===== src/rtl/vtdi_pkg.sv =====
// ----------------------------------------------------------------------------
// vtdi_pkg
// Shared constants, types and helpers of the vertex tuple dedup indexer.
// ----------------------------------------------------------------------------
package vtdi_pkg;

	// Sizing
	localparam int TABLE_DEPTH  = 1024;
	localparam int INDEX_BITS   = 16;
	localparam int ELEMENT_BITS = 16;

	localparam int ADDR_W  = $clog2(TABLE_DEPTH);
	localparam int CNT_W   = $clog2(TABLE_DEPTH + 1);
	localparam int TUPLE_W = 4 * INDEX_BITS;

	// Port field widths
	localparam int FIELD_W = 16;
	localparam int VIDX_W  = 10;
	localparam int EPOS_W  = 16;
	localparam int CODE_W  = 2;

	// Outcome codes
	localparam logic [CODE_W-1:0] OUT_FOUND = 2'd0;
	localparam logic [CODE_W-1:0] OUT_ADDED = 2'd1;
	localparam logic [CODE_W-1:0] OUT_FULL  = 2'd2;
	localparam logic [CODE_W-1:0] OUT_SAT   = 2'd3;

	// Result of one corner
	typedef struct packed {
		logic [VIDX_W-1:0] vertex_index;
		logic [EPOS_W-1:0] element_position;
		logic [CODE_W-1:0] outcome;
	} result_t;

	// Truncate a count to the port field widths
	function automatic logic [VIDX_W-1:0] to_vidx(input logic [31:0] v);
		return v[VIDX_W-1:0];
	endfunction

	function automatic logic [EPOS_W-1:0] to_epos(input logic [31:0] v);
		return v[EPOS_W-1:0];
	endfunction

endpackage


===== src/rtl/vtdi_ctrl.sv =====
// ----------------------------------------------------------------------------
// vtdi_ctrl
// Search sequencer: holds the counts, scans the tuple RAM one entry per
// cycle, appends on a miss and builds the result of each corner.
// ----------------------------------------------------------------------------
module vtdi_ctrl (
	input  logic                          clk,
	input  logic                          arst_n,
	// corner input
	input  logic                          in_valid,
	output logic                          in_ready,
	input  logic                          in_restart,
	input  logic [vtdi_pkg::TUPLE_W-1:0]  in_key,
	// tuple RAM
	output logic                          mem_rd_en,
	output logic [vtdi_pkg::ADDR_W-1:0]   mem_rd_addr,
	input  logic [vtdi_pkg::TUPLE_W-1:0]  mem_rd_data,
	output logic                          mem_wr_en,
	output logic [vtdi_pkg::ADDR_W-1:0]   mem_wr_addr,
	output logic [vtdi_pkg::TUPLE_W-1:0]  mem_wr_data,
	// result
	output logic                          res_valid,
	input  logic                          res_ready,
	output vtdi_pkg::result_t             res
);

	localparam logic [1:0] ST_IDLE = 2'd0;
	localparam logic [1:0] ST_SCAN = 2'd1;
	localparam logic [1:0] ST_EMIT = 2'd2;

	logic [1:0]                         state_q;
	logic [vtdi_pkg::TUPLE_W-1:0]       key_q;
	logic [vtdi_pkg::CNT_W-1:0]         entry_cnt_q;
	logic [vtdi_pkg::ELEMENT_BITS-1:0]  elem_cnt_q;
	logic [vtdi_pkg::CNT_W-1:0]         ptr_q;
	logic                               cmp_valid_s1;
	logic [vtdi_pkg::ADDR_W-1:0]        cmp_addr_s1;
	vtdi_pkg::result_t                  res_q;

	logic scanning, saturated, hit, exhausted, full;

	// scan conditions
	assign scanning  = (state_q == ST_SCAN);
	assign saturated = (elem_cnt_q == {vtdi_pkg::ELEMENT_BITS{1'b1}});
	assign hit       = cmp_valid_s1 && (mem_rd_data == key_q);
	assign exhausted = !cmp_valid_s1 && (ptr_q == entry_cnt_q);
	assign full      = (entry_cnt_q == vtdi_pkg::CNT_W'(vtdi_pkg::TABLE_DEPTH));

	// read issue: one entry per cycle below the fill count
	assign mem_rd_en   = scanning && !saturated && (ptr_q < entry_cnt_q);
	assign mem_rd_addr = ptr_q[vtdi_pkg::ADDR_W-1:0];

	// append on a miss with room left
	assign mem_wr_en   = scanning && !saturated && !hit && exhausted && !full;
	assign mem_wr_addr = entry_cnt_q[vtdi_pkg::ADDR_W-1:0];
	assign mem_wr_data = key_q;

	assign in_ready  = (state_q == ST_IDLE);
	assign res_valid = (state_q == ST_EMIT);
	assign res       = res_q;

	// key and result payload
	always_ff @(posedge clk) begin
		if (in_valid && in_ready) begin
			key_q <= in_key;
		end
		cmp_addr_s1 <= mem_rd_addr;
		if (scanning) begin
			if (saturated) begin
				res_q.vertex_index     <= '0;
				res_q.element_position <= vtdi_pkg::to_epos(32'(elem_cnt_q));
				res_q.outcome          <= vtdi_pkg::OUT_SAT;
			end else if (hit) begin
				res_q.vertex_index     <= vtdi_pkg::to_vidx(32'(cmp_addr_s1));
				res_q.element_position <= vtdi_pkg::to_epos(32'(elem_cnt_q));
				res_q.outcome          <= vtdi_pkg::OUT_FOUND;
			end else if (exhausted && full) begin
				res_q.vertex_index     <= '0;
				res_q.element_position <= vtdi_pkg::to_epos(32'(elem_cnt_q));
				res_q.outcome          <= vtdi_pkg::OUT_FULL;
			end else if (exhausted) begin
				res_q.vertex_index     <= vtdi_pkg::to_vidx(32'(entry_cnt_q));
				res_q.element_position <= vtdi_pkg::to_epos(32'(elem_cnt_q));
				res_q.outcome          <= vtdi_pkg::OUT_ADDED;
			end
		end
	end

	// sequencer, counts and scan pointer
	always_ff @(posedge clk or negedge arst_n) begin
		if (!arst_n) begin
			state_q      <= ST_IDLE;
			entry_cnt_q  <= '0;
			elem_cnt_q   <= '0;
			ptr_q        <= '0;
			cmp_valid_s1 <= 1'b0;
		end else begin
			// no read is issued outside the scan, so this is low in idle
			cmp_valid_s1 <= mem_rd_en;
			if (mem_rd_en) begin
				ptr_q <= ptr_q + 1'b1;
			end
			unique case (state_q)
				ST_IDLE: begin
					if (in_valid) begin
						ptr_q   <= '0;
						state_q <= ST_SCAN;
						if (in_restart) begin
							entry_cnt_q <= '0;
							elem_cnt_q  <= '0;
						end
					end
				end
				ST_SCAN: begin
					if (saturated) begin
						state_q <= ST_EMIT;
					end else if (hit) begin
						elem_cnt_q <= elem_cnt_q + 1'b1;
						state_q    <= ST_EMIT;
					end else if (exhausted) begin
						if (!full) begin
							entry_cnt_q <= entry_cnt_q + 1'b1;
							elem_cnt_q  <= elem_cnt_q + 1'b1;
						end
						state_q <= ST_EMIT;
					end
				end
				ST_EMIT: begin
					if (res_ready) begin
						state_q <= ST_IDLE;
					end
				end
				default: begin
					state_q <= ST_IDLE;
				end
			endcase
		end
	end

endmodule


===== config.mk =====
export PLATFORM = sky130hd
export DESIGN_NAME = vtdi_ctrl
export DESIGN_NICKNAME = d
export VERILOG_FILES = /design/src/rtl/vtdi_pkg.sv /design/src/rtl/vtdi_ctrl.sv
export SDC_FILE = /design/constraint.sdc
export NUM_CORES = 1
export LEC_CHECK = 0
export BUFFER_PORTS_ARGS = -buffer_cell sky130_fd_sc_hd__buf_2
export CAP_MARGIN = 15
export CORE_MARGIN = 2
export CORE_UTILIZATION = 30
export DETAILED_ROUTE_END_ITERATION = 8
export GPL_TIMING_DRIVEN = 1
export PLACE_DENSITY = 0.6
export RECOVER_POWER = 25
export SYNTH_ARGS = -nofsm -noshare
export SYNTH_HDL_FRONTEND = slang
export SYNTH_SLANG_ARGS = --single-unit

===== constraint.sdc =====
create_clock -name clk -period 4.3 [get_ports clk]
set_clock_uncertainty 0.1 [all_clocks]
set_input_delay 0.43 -clock clk [delete_from_list [all_inputs] [get_ports clk]]
set_output_delay 0.43 -clock clk [all_outputs]
set_load 0.02 [all_outputs]

### Word level (Yosys, flattened, before mapping)

Index checks and enable logic that the tools add are counted.

| word-level totals | value |
|---|---|
| register bits after elaboration | 143 |
| bits of input ports | 133 |
| word-level logic and storage cells | 77 |

| operators by class | value |
|---|---|
| add/sub/neg operators | 3 |
| order comparisons | 1 |
| equal/unequal tests | 16 |
| mux-type cells | 27 |
| reduce and logical (&&, ||, !) cells | 20 |

Operator list:

| operator | number |
|---|---|
| 2-to-1 mux 11 bit | 9 |
| 2-to-1 mux 16 bit | 6 |
| 2-to-1 mux 28 bit | 3 |
| == test 64 bit | 1 |
| one-hot mux 16 bit (2 select lines) | 1 |
| adder 11 x 1 -> 11 bit (second input constant) | 2 |
| one-hot mux 11 bit (2 select lines) | 1 |
| 2-to-1 mux 18 bit | 1 |
| adder 16 x 1 -> 16 bit (second input constant) | 1 |
| == test 16 bit (second input constant) | 1 |
| == test 11 bit | 1 |
| == test 11 bit (second input constant) | 1 |
| < comparator 11 bit | 1 |
| 2-to-1 mux 2 bit | 5 |
| logical AND 1 bit | 9 |
| != test 2 bit (second input constant) | 4 |
| AND reduction 7 bit | 1 |
| != test 2 x 1 -> 1 bit (second input constant) | 3 |
| one-hot mux 2 bit (3 select lines) | 1 |
| AND reduction 6 bit | 1 |
| zero test 1 bit | 4 |
| != test 4 x 1 -> 1 bit (second input constant) | 1 |
| nonzero test 4 bit | 1 |
| != test 3 x 1 -> 1 bit (second input constant) | 1 |
| other kinds (7) | 7 |

### Longest topological paths before layout

Gate-level depths: netlist of the first run.

| depth | value |
|---|---|
| depth in word-level cells | 7 |
| gate-level depth with buffers | 11 |
| mapped depth without buffers | 10 |

### Worst setup path after synthesis of the first run

OpenSTA, ideal clock, no wires.

| timing | value |
|---|---|
| path kind | reg2reg |
| start point | register key_q, in the netlist mem_wr_data[8] |
| end point | register res_q, in the netlist res[0], enable pin |
| setup time | 0.390 ns |
| data arrival time | 2.844 ns |
| path slack | 0.966 ns |
| cell stages (with the launch flop) | 7 |
| buffers on the path | 0 |
| clock period less this slack | 3.334 ns |
| path through | edfxtp_1 -> xnor2_1 -> nand4_1 -> or4_1 -> or4b_1 -> nor2_1 -> o31a_1 |

| between the ends | value |
|---|---|
| word-level cells in the longest chain between the ends | 4 |

RTL lines:

| element | line | text |
|---|---|---|
| start, declared | vtdi_ctrl.sv:32 | `logic [vtdi_pkg::TUPLE_W-1:0] key_q;` |
| start signal, assigned | vtdi_ctrl.sv:65 | `key_q <= in_key;` |
| == test 64 bit | vtdi_ctrl.sv:45 | `assign hit = cmp_valid_s1 && (mem_rd_data == key_q);` |
| logical AND 1 bit | vtdi_ctrl.sv:45 |  |
| nonzero test 4 bit (no line) | n/a |  |
| AND reduction 2 bit (no line) | n/a |  |
| end, declared | vtdi_ctrl.sv:38 | `vtdi_pkg::result_t res_q;` |

Every way passes these cells.
A chain may end at the register's enable or synchronous reset.

### Worst setup path after layout of the first run

| timing | value |
|---|---|
| start point | register entry_cnt_q[9] in the netlist's numbering |
| end point | register entry_cnt_q[9] in the netlist's numbering |

| between the ends | value |
|---|---|
| word-level cells in the longest chain between the ends | 6 |

RTL lines:

| element | line | text |
|---|---|---|
| start, declared | vtdi_ctrl.sv:33 | `logic [vtdi_pkg::CNT_W-1:0] entry_cnt_q;` |
| start signal, assigned | vtdi_ctrl.sv:122 | `entry_cnt_q <= entry_cnt_q + 1'b1;` |
| adder 11 x 1 -> 11 bit | vtdi_ctrl.sv:122 |  |
| 2-to-1 mux 11 bit | vtdi_ctrl.sv:121 | `if (!full) begin` |
| 2-to-1 mux 11 bit | vtdi_ctrl.sv:120 | `end else if (exhausted) begin` |
| 2-to-1 mux 11 bit | vtdi_ctrl.sv:117 | `end else if (hit) begin` |
| 2-to-1 mux 11 bit | vtdi_ctrl.sv:115 | `if (saturated) begin` |
| one-hot mux 11 bit (2 select lines) | vtdi_ctrl.sv:103 | `unique case (state_q)` |

Several ways; a longest one is shown, not always the timed one. The select of a mux whose other input is x is not followed.

==> flow_metrics.tcl, run 1 <==
set metrics [dict create \
    outcome "finished with violations" \
    violations "max-capacitance violations, max-slew violations" \
    cp_max_fo 7 \
    ys_seq_area_frac 0.609 \
    period_minus_slack_ps 3250 \
    cp_top_family "simple AND/OR/NAND/NOR gates" \
    clk_latency_ps 420 \
    critPathBufInv 2 \
    clock.fmax_mhz 307 \
    syn_nets 686 \
    avgSynthCellArea_um2 12.2 \
    ctsHoldBuffers 0 \
    dieArea_mm2 0.0230 \
    cts_resized 0 \
    num-nets-final 929 \
    top_usage_layer "met2" \
    p_clk_frac 0.481 \
    post-route-period-util 0.757 \
    crit_cells 10 \
    arrival_ps 3490 \
    max_stage_delay_ps 540 \
    routed_wl_um 18000 \
    use_met3 0.0566 \
    stdcell_area_mm2 0.00858 \
    ant_nets 0 \
    setup_violations 0 \
    tightest_slew_ps 2390 \
    path_cells "inv_1 > ha_1 > nand4_1 > or3_1 > or3_4 > inv_2 > nor2_1 > or4_1 > or3_1 > a21oi_1" \
    power_density_mw_per_mm2 352 \
    grt_pass1_vias 5017 \
    synthTopCellsByArea "edfxtp_1 42%, dfrtp_1 16%, xnor2_1 8.3%, dfxtp_1 3.1%, ha_1 2.9%" \
    via_per_inst 4.67 \
    dp_slack_ps 837 \
    wire_per_inst_um 16.8 \
    root_buffer "clkbuf_16" \
    finalHoldViolCount 0 \
    relSlewSlack -0.596 \
    use_met1 0.188 \
    internal_power_w 0.00238 \
    syn_to_final_growth_pct 31.0 \
    power_switching_w 0.000641 \
    hp-class "input port to register" \
    dr.pass1.iters 5 \
    start_util 0.303 \
    grt_overflow 0 \
    crit_top_cell "or3_1" \
    core_region_area_mm2 0.0216 \
    slew_viol_final 42 \
    endpoint_kind "register" \
    drc 0 \
    grt_usage 0.160 \
    hold_ws_ps 78.0 \
    synth_largest_area_cell "edfxtp_1" \
    htreeDepth 4 \
    power.leakage_nw 3.39 \
    synthDistinctLibCells 49 \
    cts_tree "done" \
    reg2reg_depth 10 \
    min_path_cells 1 \
    io_buffers 248 \
    swShare 0.212 \
    synth_top_area_frac 0.422 \
    dp_hpwl_um 14000 \
    rsz0062_at_grt "false" \
    cts_inserted_buffers 17 \
    dpl_cell_area_mm2 0.00800 \
    required_ps 4530 \
    synth_edf_count 92 \
    dr_total_vias 5025 \
    antenna_found_initial 1 \
    cts_sinks 143 \
    placed_cells 1042 \
    p_comb_frac 0.036 \
    synth_area_mm2 0.00655 \
    finalWorstSetupSlack_ps 1050 \
    yosysWarnings 0 \
    start_kind "register" \
    p_seq_frac 0.483 \
    fin_tns_setup_ps 0 \
    slowest_stage "or4_1" \
    place.gp.congestion 0.776 \
    ios 249 \
    crit_type "register to register" \
    post_cts.repair.setup_buffers 0 \
    core.rowCount 54 \
    synthCells 538 \
    first_iter_violations 276 \
    synth_seq_cells 143 \
    async_flop_share 0.287 \
    stdcell_count 1075 \
    drive_above_1_share 0.365 \
    cts.clk_slew.worst_paths_ps 70 \
    grt_util_met2 0.272 \
    die_h_um 152 \
    grt_max_degree 42 \
    synth_ff_type "edfxtp_1" \
    die_w_um 152 \
    cts_max_path_buffers 2 \
    max_cap_violations 1 \
    peakVddDrop_mv 0.255 \
    grt_pass1_wl_um 27400 \
]
## cells by family (layout without fill, tap and decap cells)
family          after synthesis  after routing  synth area share
simple gates                181            181             0.150
flops                       143            143             0.609
compound gates               69             69            0.0659
xor+xnor                     64             64            0.0856
buf+inv                      56            312            0.0451
fa+ha+maj                    15             15            0.0287
mux                          10             10            0.0153
other cells                   0              1                 0
## power groups by stage
stage	registers [W]	clock network [W]	logic, W
floorplan	0.00149	0	0.0000335
global placement	0.00149	0	0.000111
detailed placement	0.00149	0	0.000112
CTS	0.00146	0.00149	0.000112
global route	0.00146	0.00154	0.000124
finish	0.00146	0.00145	0.000110
## layer usage
layer / vias to the layer above / share of wire
met5: - / 0
met4: 0 / 0.018
met3: 23 / 0.086
met2: 198 / 0.50
met1: 2370 / 0.39
li1: 2434 / -
## state kept, by name, indices dropped and copies added, names as in the netlist
name	cells
mem_wr_data	64
res	28
elem_cnt_q	16
entry_cnt_q	11
ptr_q	11
cmp_addr_s1	10
state_q	2
cmp_valid_s1	1
## worst reg2reg max path: stages (launching register included)
cell     delay (ps)
dfrtp_1         470
inv_1            70
ha_1            300
nand4_1         170
or3_1           440
or3_4           390
inv_2            80
nor2_1           70
or4_1           540
or3_1           390
a21oi_1         160
## through the flow
stage          total power [W]  utilization
6_report               0.00302        0.397
5_1_grt                0.00313        0.397
4_1_cts                0.00306        0.397
3_5_place_dp           0.00160        0.370
3_3_place_gp           0.00160        0.370
2_1_floorplan          0.00152            -
## cells in the final DEF, fill, tap and decap left out, types with 15 or more instances in the layout
cell type,netlist,final
edfxtp_1,92,92
buf_2,2,247
o21ai_0,19,19
clkbuf_16,0,17
nand2_1,27,27
nand4_1,21,21
xnor2_1,62,62
dfrtp_1,41,41
nand3_1,21,21
inv_1,24,24
a21oi_1,23,23
ha_1,15,15
nor2_1,36,36
## path summary, 6_finish.rpt
kind,from,end,slack [ps]
worst max-delay path,entry_cnt_q[9],entry_cnt_q[9],1050
worst min-delay path,in_key[29],mem_wr_data[29],80
worst max register to register,entry_cnt_q[9],entry_cnt_q[9],1050
worst min register to register,elem_cnt_q[6],res[8],410
max in group asynchronous,arst_n,elem_cnt_q[9],2090
min in group asynchronous,arst_n,ptr_q[5],630
## cell usage after synthesis, types with 2 or more instances
library cell,count
o211ai_1,3
o31ai_1,5
nand4_1,21
a21o_1,5
clkbuf_1,7
dfxtp_1,10
o21ai_0,19
buf_4,20
ha_1,15
nor2_1,36
nand4b_1,2
nor4b_1,2
nand2_1,27
a21oi_1,23
inv_1,24
mux2i_1,10
a2111o_1,2
and3_1,6
inv_2,2
nand3_1,21
o22ai_1,3
nor4_1,9
or3_1,13
dfrtp_1,41
buf_2,2
xor2_1,2
nor3_1,8
xnor2_1,62
or4_1,5
nor2b_1,10
edfxtp_1,92
nand2b_1,14
## layout make-up
class / count / area (um^2)
antenna: 1 / 2.50
clock buffer: 20 / 437
clock inverter: 12 / 136
fill: 2123 / 13000
inverter: 26 / 97.6
multi-input combinational: 339 / 2270
sequential: 143 / 3990
tap: 280 / 350
timing repair buffer: 254 / 1300
Power figures use the tool's default switching activity.
==> run 2, diff against run 1 <==
--- a/config.mk
+++ b/config.mk
@@ -5,6 +5,7 @@
 export SDC_FILE = /design/constraint.sdc
 export NUM_CORES = 1
 export LEC_CHECK = 0
+export ABC_AREA = 1
 export BUFFER_PORTS_ARGS = -buffer_cell sky130_fd_sc_hd__buf_2
 export CAP_MARGIN = 15
 export CORE_MARGIN = 2
==> constraint.sdc (replaced) <==
create_clock -name clk -period 2.85 [get_ports clk]
set_clock_uncertainty 0.1 [all_clocks]
set_input_delay 0.285 -clock clk [delete_from_list [all_inputs] [get_ports clk]]
set_output_delay 0.285 -clock clk [all_outputs]
set_load 0.02 [all_outputs]
==> run 2 against run 1 <==
  * Largest power group is now combinational cells
  * The run now ends clean
  * Routed wire length increased by 54%
  * Die area increased by 26%
  * Final cell count increased by 62%
  * Utilization increased by 1.4 points
  * Count of clock-buffer cells in the layout unchanged
  * Combinational power increased to 29 times the previous value
  * Critical path depth increased by 1
  * Non-clock buffer count increased by 80
  * Sequential share of layout area decreased by 10 points
==> flow_metrics.tcl, run 2 <==
set metrics [dict create \
    cp_max_fo 4 \
    core.rowCount 60 \
    relSlewSlack 0.313 \
    hp-class "input port to register" \
    met3_length_um 1660 \
    synth_edf_count 92 \
    yosysWarnings 0 \
    finalHoldViolCount 0 \
    synth_top_area_frac 0.333 \
    dr_total_vias 8055 \
    tightest_slew_ps 1030 \
    seq_area_mm2 0.00400 \
    grt_max_degree 69 \
    io_buffers 248 \
    drc 0 \
    hold_start "res_ready" \
    core_region_area_mm2 0.0270 \
    grt_pass1_vias 7645 \
    required_ps 2470 \
    start_util 0.307 \
    start_kind "register" \
    fin_tns_setup_ps 0 \
    final_cell_mix "336 x nand2_1, 233 x buf_2, 152 x inv_1" \
    arrival_ps 2310 \
    power.leakage_nw 5.53 \
    synthCells 1062 \
    num-nets-final 1531 \
    max_cap_violations 0 \
    setup_violations 0 \
    rrSetupSlack_ps 390 \
    post-route-period-util 0.945 \
    first_iter_violations 646 \
    avgSynthCellArea_um2 7.81 \
    clk_latency_ps 430 \
    top_layer "met4" \
    grt_overflow 0 \
    routed_wl_um 27800 \
    synth_ff_type "edfxtp_1" \
    grt_pass1_wl_um 41900 \
    ys_seq_area_frac 0.481 \
    cts_tree "done" \
    grt_usage 0.191 \
    rsz0062_at_grt "false" \
    dr.pass1.iters 5 \
    dieArea_mm2 0.0290 \
    r2r_end "res[4]" \
    peakVddDrop_mv 0.476 \
    wire_per_inst_um 16.0 \
    wl_met2_um 13200 \
    stdcell_count 1740 \
    root_buffer "clkbuf_16" \
    die_h_um 170 \
    yosysMostFrequentCell "nand2_1" \
    fill_cells 2797 \
    async_flop_share 0.287 \
    synth_area_mm2 0.00830 \
    synth_largest_area_cell "edfxtp_1" \
    dp_hpwl_um 21500 \
    endpoint_kind "output port" \
    drive_above_1_share 0.234 \
    power_density_mw_per_mm2 749 \
    syn_nets 1210 \
    via_per_inst 4.63 \
    synthTopCellsByArea "edfxtp_1 33%, nand2_1 15%, dfrtp_1 12%, inv_1 6.9%, nor2_1 6.5%" \
    layout_commonest_cell "nand2_1" \
    synthDistinctLibCells 36 \
    antenna_found_initial 3 \
    placed_cells 1632 \
    drt-met1-wl_um 12400 \
    ant_nets 0 \
    synth_top_cells_by_count "336 x nand2_1, 153 x inv_1, 143 x nor2_1, 92 x edfxtp_1, 57 x nand3_1" \
    ios 249 \
    hold_end "state_q[1]" \
    synth_seq_cells 143 \
    outcome "completed" \
    cts.clk_slew.worst_paths_ps 70 \
    multiInputGateArea_mm2 0.00349 \
    htreeDepth 4 \
    reg2reg_from "mem_wr_data[38]" \
    place.gp.congestion 0.886 \
    min_path_cells 4 \
    period_minus_slack_ps 2690 \
    clock.fmax_mhz 371 \
    reg2reg_depth 10 \
    syn_to_final_growth_pct 33.7 \
    crit_type "register to output port" \
    largest_register_ffs 64 \
    slew_viol_final 0 \
    cts_inserted_buffers 17 \
    cts_sinks 143 \
    cts_max_path_buffers 2 \
    die_w_um 170 \
]
run 2: changes by cell type after synthesis, moves of 19 or more:
cell     delta
xnor2_1    -57
nand3_1    +36
inv_1     +129
nand4_1    +23
nor2_1    +107
xor2_1     +19
nand2_1   +309
run 2: worst max-delay path by stage:
stage | startpoint | endpoint | slack (ps) | cells after the start
2_1_floorplan | state_q[0] | elem_cnt_q[5] | 50 | 9
3_3_place_gp | mem_wr_data[38] | res[8] | 380 | 10
3_5_place_dp | mem_wr_data[38] | res[2] | 390 | 10
4_1_cts | entry_cnt_q[8] | mem_rd_en | 10 | 12
5_1_grt | entry_cnt_q[2] | mem_rd_en | 20 | 10
6_report | entry_cnt_q[10] | mem_wr_en | 160 | 11
run 2: where the power goes:
group | total [W] | switching [W] | internal, W | leakage (nW)
logic | 0.00314 | 0.00215 | 0.000990 | 3.76
registers | 0.00299 | 0.000285 | 0.00271 | 1.49
clock network | 0.00218 | 0.000947 | 0.00123 | 0.274
total | 0.00831 | 0.00338 | 0.00493 | 5.53
run 2: worst max-delay path, stage by stage (launching register included):
cell and delay, ps:
dfrtp_1 420, inv_1 80, ha_1 300, nand2_1 80, nor2_2 140, nand2_1 120
nor2_4 160, nand2_2 70, nor2_4 150, nand2_4 90, inv_1 100, buf_2 170
run 2: cell families (layout without fill, tap and decap cells):
family / after synthesis / count (layout) / share of synthesized area
and+or+nand+nor: 637 / 637 / 0.334
buffers and inverters: 191 / 525 / 0.0995
DFF: 143 / 143 / 0.481
AOI/OAI and AO/OA: 48 / 48 / 0.0320
xor gates and xnor gates: 28 / 28 / 0.0314
adders and majority gates: 15 / 15 / 0.0226
other: 0 / 3 / 0
run 2: metrics by stage:
stage / total power [W] / util / instance area, um^2 / setup WS, ps / hold WS [ps]
floorplan: 0.00507 / - / 8300 / 50.1 / -111
global placement: 0.00596 / 0.364 / 9850 / 376 / 355
detailed placement: 0.00599 / 0.364 / 9850 / 389 / 363
CTS: 0.00826 / 0.409 / 11100 / 10.2 / 46.9
global route: 0.00879 / 0.410 / 11100 / 15.5 / 66.8
finish: 0.00831 / 0.410 / 11100 / 157 / 61.7
run 2: routing by layer:
metal | global-route usage | vias to the layer above
li1 | - | 4011
met1 | 0.251 | 3742
met3 | 0.0360 | 28
met4 | 0.0583 | 0
met2 | 0.320 | 274
met5 | 0 | -
run 2: final cells by class:
| class | instances | share of cell area |
|---|---|---|
| clock inverter | 12 | 0.00959 |
| sequential | 143 | 0.360 |
| antenna | 3 | 0.000677 |
| tap | 341 | 0.0385 |
| inverter | 159 | 0.0538 |
| clock buffer | 20 | 0.0403 |
| multi-input combinational | 728 | 0.315 |
| timing repair buffer | 334 | 0.182 |
run 2: repair_timing:
action / 4_1_cts / 5_1_grt
pin swaps: 0 / 1
setup buffers: 0 / 8
hold buffers: 65 / 0
endpoints found under the setup margin: 1 / 2
hold endpoints to repair: 105 / 0
resized for setup: 3 / 5
==> run 3, diff against run 2 <==
--- a/config.mk
+++ b/config.mk
@@ -12,7 +12,7 @@
 export CORE_UTILIZATION = 30
 export DETAILED_ROUTE_END_ITERATION = 8
 export GPL_TIMING_DRIVEN = 1
-export PLACE_DENSITY = 0.6
+export PLACE_DENSITY = 0.59
 export RECOVER_POWER = 25
 export SYNTH_ARGS = -nofsm -noshare
 export SYNTH_HDL_FRONTEND = slang
==> run 3 against run 2 <==
  * Setup slack lost 14 ps
  * Final cell count shrank 0.11%
  * Largest power group unchanged
  * Global-route usage about the same
  * Power increased by 1.4%
  * Combinational power is essentially flat
  * Hold slack better by 18 ps
  * Register-to-register slack improved by 90 ps
  * Final area up 0.28%
  * Largest cell class unchanged
  * Routed wire length about the same
==> flow_metrics.tcl, run 3 (synthesis results as in run 2) <==
set metrics [dict create \
    outcome "completed" \
    max_cap_violations 0 \
    crit_type "register to output port" \
    die_h_um 170 \
    grt_max_degree 50 \
    cp_max_fo 6 \
    cts_max_path_buffers 2 \
    layout_commonest_cell "nand2_1" \
    power.leakage_nw 5.55 \
    dieArea_mm2 0.0290 \
    cts.clk_slew.worst_paths_ps 70 \
    slew_viol_final 0 \
    endpoint_kind "output port" \
    dpl_cell_area_mm2 0.00983 \
    antenna_found_initial 3 \
    wire_per_inst_um 16.0 \
    placed_cells 1631 \
    stdcell_count 1738 \
    final_core_util 0.412 \
    cts_sinks 143 \
    dp_hpwl_um 22000 \
    period_minus_slack_ps 2710 \
    rsz0062_at_grt "false" \
    arrival_ps 2320 \
    fill_cells 2780 \
    ant_nets 0 \
    io_buffers 248 \
    num-nets-final 1530 \
    die_w_um 170 \
    routed_wl_um 27700 \
    hold_start "res_ready" \
    clock.fmax_mhz 369 \
    power_density_mw_per_mm2 757 \
    htreeDepth 4 \
    first_iter_violations 626 \
    grt_pass1_wl_um 42100 \
    start_kind "register" \
    required_ps 2470 \
    grt_pass1_vias 7749 \
    drc 0 \
    root_buffer "clkbuf_16" \
    ios 249 \
    core_region_area_mm2 0.0270 \
    core.rowCount 60 \
    reg2reg_from "ptr_q[9]" \
    grt_overflow 0 \
    setup_violations 0 \
    stdcell_area_mm2 0.0111 \
    relSlewSlack 0.336 \
    clk_latency_ps 440 \
    hp-class "input port to register" \
    finalHoldViolCount 0 \
    fin_tns_setup_ps 0 \
    dr_total_vias 8059 \
    cts_inserted_buffers 17 \
    peakVddDrop_mv 0.391 \
    cts_tree "done" \
    power_w 0.00842 \
    drive_above_1_share 0.237 \
    via_per_inst 4.64 \
    dr.pass1.iters 5 \
    final_cell_mix "336 x nand2_1, 233 x buf_2, 152 x inv_1" \
    largest_register_ffs 64 \
    tightest_slew_ps 996 \
    cp-startpoint "ptr_q[9]" \
    start_util 0.307 \
    grt_usage 0.192 \
    syn_to_final_growth_pct 34.1 \
    post-route-period-util 0.950 \
    place.gp.congestion 0.912 \
]
[run 3: cell count changes in the layout (fill, tap and decap cells not counted), sizes merged]
| cell | delta |
|---|---|
| clkbuf | -4 |
| inv | +4 |
| clkinv | -3 |
| buf | +2 |
| diode | -1 |
[run 3: path summary, 6_finish.rpt]
check	end	slack [ps]	depth (start not counted)
worst max register to register	elem_cnt_q[15]	480	12
max in group asynchronous	entry_cnt_q[9]	1510	2
worst max-delay path	mem_wr_en	140	10
min in group asynchronous	state_q[1]	460	2
worst min register to register	cmp_addr_s1[0]	400	0
worst min-delay path	state_q[1]	80	4
[run 3: worst max-delay path, cell delays in order (launching register included)]
cell,delay (ps)
dfrtp_1,480
ha_1,320
nand2_1,60
nor2_2,140
nand2_1,100
nor2_2,180
nand2_2,80
nor2_4,160
nand2_4,90
inv_1,100
buf_2,170
[run 3: routing by layer]
layer / vias up / GRT usage / routed length [um]
met3: 51 / 0.0435 / 1920
met4: 2 / 0.0658 / 650
met5: - / 0 / 10
met1: 3714 / 0.251 / 12400
li1: 4013 / - / -
met2: 279 / 0.313 / 12800
[run 3: repair_timing]
| item | in CTS | in global routing |
|---|---|---|
| pin swaps | 0 | 1 |
| hold endpoints to repair | 105 | 0 |
| buffers inserted | 0 | 8 |
| hold buffers | 65 | 0 |
| gates resized for setup | 1 | 6 |
| setup endpoints to repair | 2 | 2 |
[run 3: through the flow]
| stage | setup WS [ps] | hold WS, ps |
|---|---|---|
| after floorplan | 50.1 | -111 |
| after global placement | 407 | 361 |
| after detailed placement | 370 | 363 |
| after CTS | 6.87 | 73.6 |
| after global routing | 2.16 | 100 |
| final | 143 | 80.1 |
[run 3: cell type report]
cell class,instances,area (um^2),area share
Antenna cell,2,5.00,0.000450
Clock buffer,19,464,0.0417
Clock inverter,13,138,0.0124
Inverter,159,597,0.0537
Multi-Input combinational cell,728,3490,0.314
Sequential cell,143,4000,0.359
Tap cell,341,427,0.0384
Timing Repair Buffer,333,2010,0.181
[run 3: report_power, final]
part           internal [W]  total [W]  switching, W
clock               0.00131    0.00232       0.00101
combinational      0.000977    0.00311       0.00213
sequential          0.00271    0.00300      0.000288
total               0.00500    0.00842       0.00343
